<file path="src/hdl/qrs_pkg.sv">
// Package of the quadratic root solver: payload types and case codes.
// Depends on nothing; top, ends and checker use it by scoped names.
`timescale 1ns / 1ps

package qrs_pkg;

  // Coefficient width (signed Q8.8) and root width (signed fixed point).
  localparam int CoefW = 16;
  localparam int RootW = 32;

  // Result case codes.
  typedef enum logic [1:0] {
    CaseInfinite = 2'd0,
    CaseNone     = 2'd1,
    CaseOne      = 2'd2,
    CaseTwo      = 2'd3
  } root_case_e;

  typedef struct packed {
    logic signed [CoefW-1:0] coef_a;
    logic signed [CoefW-1:0] coef_b;
    logic signed [CoefW-1:0] coef_c;
  } coef_t;

  typedef struct packed {
    root_case_e              root_case;
    logic signed [RootW-1:0] root_low;
    logic signed [RootW-1:0] root_high;
    logic                    saturated;
  } result_t;

endpackage

</file>
<file path="src/hdl/qrs_front.sv">
// Front end of the quadratic root solver: registers coefficients, forms the
// exact discriminant and classifies the equation. Depends on qrs_pkg.
`timescale 1ns / 1ps

module qrs_front #(
  parameter int ROOT_FRAC_BITS = 16
) (
  input  logic                                    clk_i,
  input  logic                                    rst_ni,
  input  logic                                    in_valid_i,
  input  qrs_pkg::coef_t                          coef_i,
  output logic                                    push_o,
  output qrs_pkg::root_case_e                     case_o,
  output logic signed [qrs_pkg::CoefW+ROOT_FRAC_BITS:0] num_o,
  output logic signed [qrs_pkg::CoefW:0]          den_o,
  output logic [2*qrs_pkg::CoefW+1:0]             disc_o,
  output logic [1:0]                              inflight_o
);

  localparam int CW  = qrs_pkg::CoefW;
  localparam int DW  = 2 * CW + 2;
  localparam int NNW = CW + ROOT_FRAC_BITS + 1;

  logic                   v1_q, v2_q;
  logic signed [CW-1:0]   a1_q, b1_q, c1_q;
  logic signed [CW-1:0]   a2_q, b2_q, c2_q;
  logic signed [2*CW-1:0] bsq1, ac1;
  logic signed [2*CW-1:0] bsq2_q, ac2_q;

  // Stage one: coefficient registers.
  always_ff @(posedge clk_i or negedge rst_ni) begin
    if (!rst_ni) begin
      v1_q <= 1'b0;
      v2_q <= 1'b0;
    end else begin
      v1_q <= in_valid_i;
      v2_q <= v1_q;
    end
  end

  always_ff @(posedge clk_i) begin
    a1_q <= coef_i.coef_a;
    b1_q <= coef_i.coef_b;
    c1_q <= coef_i.coef_c;
  end

  // Stage two: the two products of the discriminant.
  assign bsq1 = b1_q * b1_q;
  assign ac1  = a1_q * c1_q;

  always_ff @(posedge clk_i) begin
    a2_q   <= a1_q;
    b2_q   <= b1_q;
    c2_q   <= c1_q;
    bsq2_q <= bsq1;
    ac2_q  <= ac1;
  end

  // Discriminant, numerator and divisor for the back end.
  always_comb begin
    logic signed [DW-1:0]  disc_s;
    logic signed [NNW-1:0] b_ext, c_ext;
    disc_s = {{2{bsq2_q[2*CW-1]}}, bsq2_q} - ({{2{ac2_q[2*CW-1]}}, ac2_q} <<< 2);
    b_ext  = {{(NNW-CW){b2_q[CW-1]}}, b2_q};
    c_ext  = {{(NNW-CW){c2_q[CW-1]}}, c2_q};
    case_o = qrs_pkg::CaseNone;
    num_o  = -(b_ext <<< ROOT_FRAC_BITS);
    den_o  = {a2_q, 1'b0};
    disc_o = '0;
    if (a2_q == '0) begin
      den_o = {b2_q[CW-1], b2_q};
      num_o = -(c_ext <<< ROOT_FRAC_BITS);
      if (b2_q != '0) begin
        case_o = qrs_pkg::CaseOne;
      end else if (c2_q == '0) begin
        case_o = qrs_pkg::CaseInfinite;
      end
    end else if (disc_s == '0) begin
      case_o = qrs_pkg::CaseOne;
    end else if (!disc_s[DW-1]) begin
      case_o = qrs_pkg::CaseTwo;
      disc_o = disc_s;
    end
  end

  assign push_o     = v2_q;
  assign inflight_o = {1'b0, v1_q} + {1'b0, v2_q};

endmodule

</file>
<file path="config.mk">
export PLATFORM = sky130hd
export DESIGN_NAME = qrs_front
export DESIGN_NICKNAME = d
export VERILOG_FILES = /design/src/hdl/qrs_pkg.sv /design/src/hdl/qrs_front.sv
export SDC_FILE = /design/constraint.sdc
export NUM_CORES = 2
export LEC_CHECK = 0
export BUFFER_PORTS_ARGS = -buffer_cell sky130_fd_sc_hd__buf_2
export CORE_MARGIN = 2
export CORE_UTILIZATION = 60
export DETAILED_ROUTE_END_ITERATION = 8
export PLACE_DENSITY = 0.84
export SYNTH_ARGS = -nofsm -noshare
export SYNTH_HDL_FRONTEND = slang
export SYNTH_SLANG_ARGS = --single-unit
</file>
<file path="constraint.sdc">
create_clock -name clk_i -period 6.88 [get_ports clk_i]
set_clock_uncertainty 0.15 [all_clocks]
set_input_delay 1.032 -clock clk_i [delete_from_list [all_inputs] [get_ports clk_i]]
set_output_delay 1.032 -clock clk_i [all_outputs]
set_load 0.1 [all_outputs]
</file>
==> impl_metrics.csv <==
group,metric,value,unit
timing,final-hold-violation-count,0,
layout,diodes,0,
floorplan,dieWidth,210,um
worst_setup_path,crit_path_end_kind,"register",
routing,drt_iter0_drc,1490,
worst_setup_path,arrival,6.83,ns
worst_setup_path,cp_slowest_cell,"dfxtp_1",
clocking,clkTransAtPathRegs,0.08,ns
timing,tns,0,ns
clocking,cts_made_buffers,17,
clocking,postCtsHoldBufs,0,
worst_setup_path,startpoint_type,"register",
floorplan,rows,75,
clocking,cts_root_buf,"clkbuf_16",
layout,area_delta_synth_final,7.56,%
placement,gp_congestion,0.961,
worst_setup_path,worstPathMaxFanout,8,
synthesis,seq_area_frac_synth,12.6,%
worst_hold_path,hold_path_class,"in -> async",
floorplan,io_pins,140,
layout,multiInputGateArea,19300,um^2
worst_setup_path,crit_required,7.10,ns
clocking,post-cts-setup-buffers,0,
layout,nets,3639,
flow_run,max-cap-violations,0,
timing,tightest_slew,1.08,ns
status,status,"finished clean",
clocking,cts_tree,"done",
layout,drive_gt1_share,9.43,%
grt,grtUsageTotal,31.6,%
timing,finalSetupViolations,0,
timing,slew_viol_final,0,
placement,portBuffers,121,
timing,fin_crit_sh,96.1,%
synthesis,synth_edf_count,0,
synthesis,syn_inst,2762,
floorplan,start_util,60.7,%
routing,wire_per_inst,19.2,um
worst_setup_path,path_cells,"nand2_1, fa_1, inv_1, fa_1, fa_1, fa_1, fa_1, inv_1, fa_1, inv_1, ha_1, a2111oi_1, a21oi_1, a311oi_2, a211oi_1, nor3b_1, o21ai_1, a31o_2, a21oi_1, xnor2_1",
synthesis,yosys_warnings,0,
routing,avgViaCountPerCell,5.60,
synthesis,yosys.cell_count.top_type,"inv_1",
placement,post_dp_cell_area,26700,um^2
worst_setup_path,cp_common_cell,"fa_1",
synthesis,synth-seq-cells,160,
routing,drt_wl_total,65900,um
worst_setup_path,cpLargestDelayFamily,"adder cells",
timing,slew_headroom,27.7,%
grt,antenna_found_initial,1,
grt,overflow,0,
synthesis,syn_area_per_cell,9.20,um^2
clocking,cts_max_level,4,
clocking,clk_latency,0.49,ns
synthesis,synth_ff_type,"dfxtp_1",
worst_setup_path,path_class,"reg -> reg",
synthesis,mappedNetlistArea,25400,um^2
synthesis,synth_cell_types,90,
synthesis,async_flop_share,1.25,%
timing,layout_setup_ws,0.271,ns
timing,fmax,0.151,GHz
worst_setup_path,cp.buffers_inverters,3,
grt,grt_max_degree,30,
placement,place_ws,0.125,ns
routing,drc,0,
synthesis,synth_area_leaders,"fa_1, dfxtp_1, ha_1",
placement,hpwl,55500,um
clocking,clock_sinks,160,
layout,final_cell_area,27300,um^2
grt,grt_first_pass_wirelength,107000,um
synthesis,yosysTopAreaCell,"fa_1",
synthesis,synthTopCellsByCount,"inv_1, fa_1, nand2_1",
clocking,cts_resized,0,
layout,fillers,3308,
routing,first_pass_iters,5,
clocking,clockBufferDepth,2,
layout,regArea,3240,um^2
timing,rsz0062_at_grt,"no",
timing,min_period,6.61,ns
routing,via_count,19200,
worst_setup_path,critPathMaxStageDelay,0.66,ns
floorplan,die_h,210,um
floorplan,design.core.area,41900,um^2
routing,ant_nets,0,
grt,grt_pass1_vias,20700,
floorplan,die_area,44000,um^2
synthesis,synth_top_area_share,39.1,%
==> cell type report <==
type	instances	share of cell area [%]
multi-input cells	1865	70.7
flip-flops and latches	160	11.8
inverters	662	9.09
repair buffers	177	3.75
well taps	539	2.47
clock buffers	18	1.61
clock inverters	14	0.591
==> flip-flops by register name (all words and copies together) (netlist names) <==
register	cells
ac2_q	32
bsq2_q	31
a1_q	16
a2_q	16
b1_q	16
c1_q	16
c2_q	16
b2_q	15
push_o	1
v1_q	1
==> worst paths after layout <==
kind | startpoint | to | slack, ns | depth (start not counted)
max in group asynchronous | rst_ni | v1_q | 6.31 | 1
min in group clk_i | v1_q | push_o | 0.24 | 0
setup / recovery | c1_q[9] | ac2_q[31] | 0.27 | 20
hold / removal | rst_ni | push_o | 0.17 | 1
setup reg to reg | c1_q[9] | ac2_q[31] | 0.27 | 20
hold reg to reg | v1_q | push_o | 0.24 | 0
==> cell usage in the layout (no fill, tap or decap), types with 10 or more instances in the layout <==
cell type	netlist	layout
a21o_1	44	44
a21oi_1	92	91
and2_1	167	167
and3_1	10	10
buf_2	3	121
buf_4	21	56
clkbuf_16	0	17
conb_1	1	18
dfxtp_1	158	140
dfxtp_2	0	18
fa_1	496	496
ha_1	209	209
inv_1	661	661
nand2_1	244	244
nand2b_1	22	22
nand3_1	23	23
nand4_1	14	14
nor2_1	129	129
nor2b_1	10	10
nor3_1	28	28
nor4_1	19	19
o211ai_1	10	10
o21a_1	16	16
o21ai_0	49	49
o21bai_1	11	11
or3_1	10	10
xnor2_1	87	87
xor2_1	36	36
==> routing by layer <==
layer / part of all wire (%) / wire length [um] / track usage, % / vias up
met4: 4.1 / 2710 / 13.7 / 0
met2: 48 / 31600 / 51.8 / 835
li1: - / - / - / 8617
met1: 40 / 26500 / 42.4 / 9629
met3: 7.7 / 5110 / 4.56 / 165
met5: 0 / 0 / 0 / -
==> logic make-up after synthesis <==
family	Yosys count	share of synthesized area, %
buffers and inverters	754	11.7
AND/OR/NAND/NOR	715	14.0
adder cells (fa/ha/maj)	705	49.4
AO/OA/AOI/OAI	300	7.96
flip-flops	160	12.6
XOR/XNOR	123	4.24
multiplexers	4	0.162
other	1	0.0148
==> metrics by stage <==
step,std cells,utilization (%),hold slack (ns)
6_report,3435,65.3,0.173
5_1_grt,3435,65.3,0.164
4_1_cts,3435,65.2,0.147
3_5_place_dp,3403,63.8,0.227
3_3_place_gp,3403,63.8,0.218
2_1_floorplan,2779,-,0.179
Power is not shown: default switching activity piles up to over one toggle a cycle in this logic, so the estimate is an artifact.
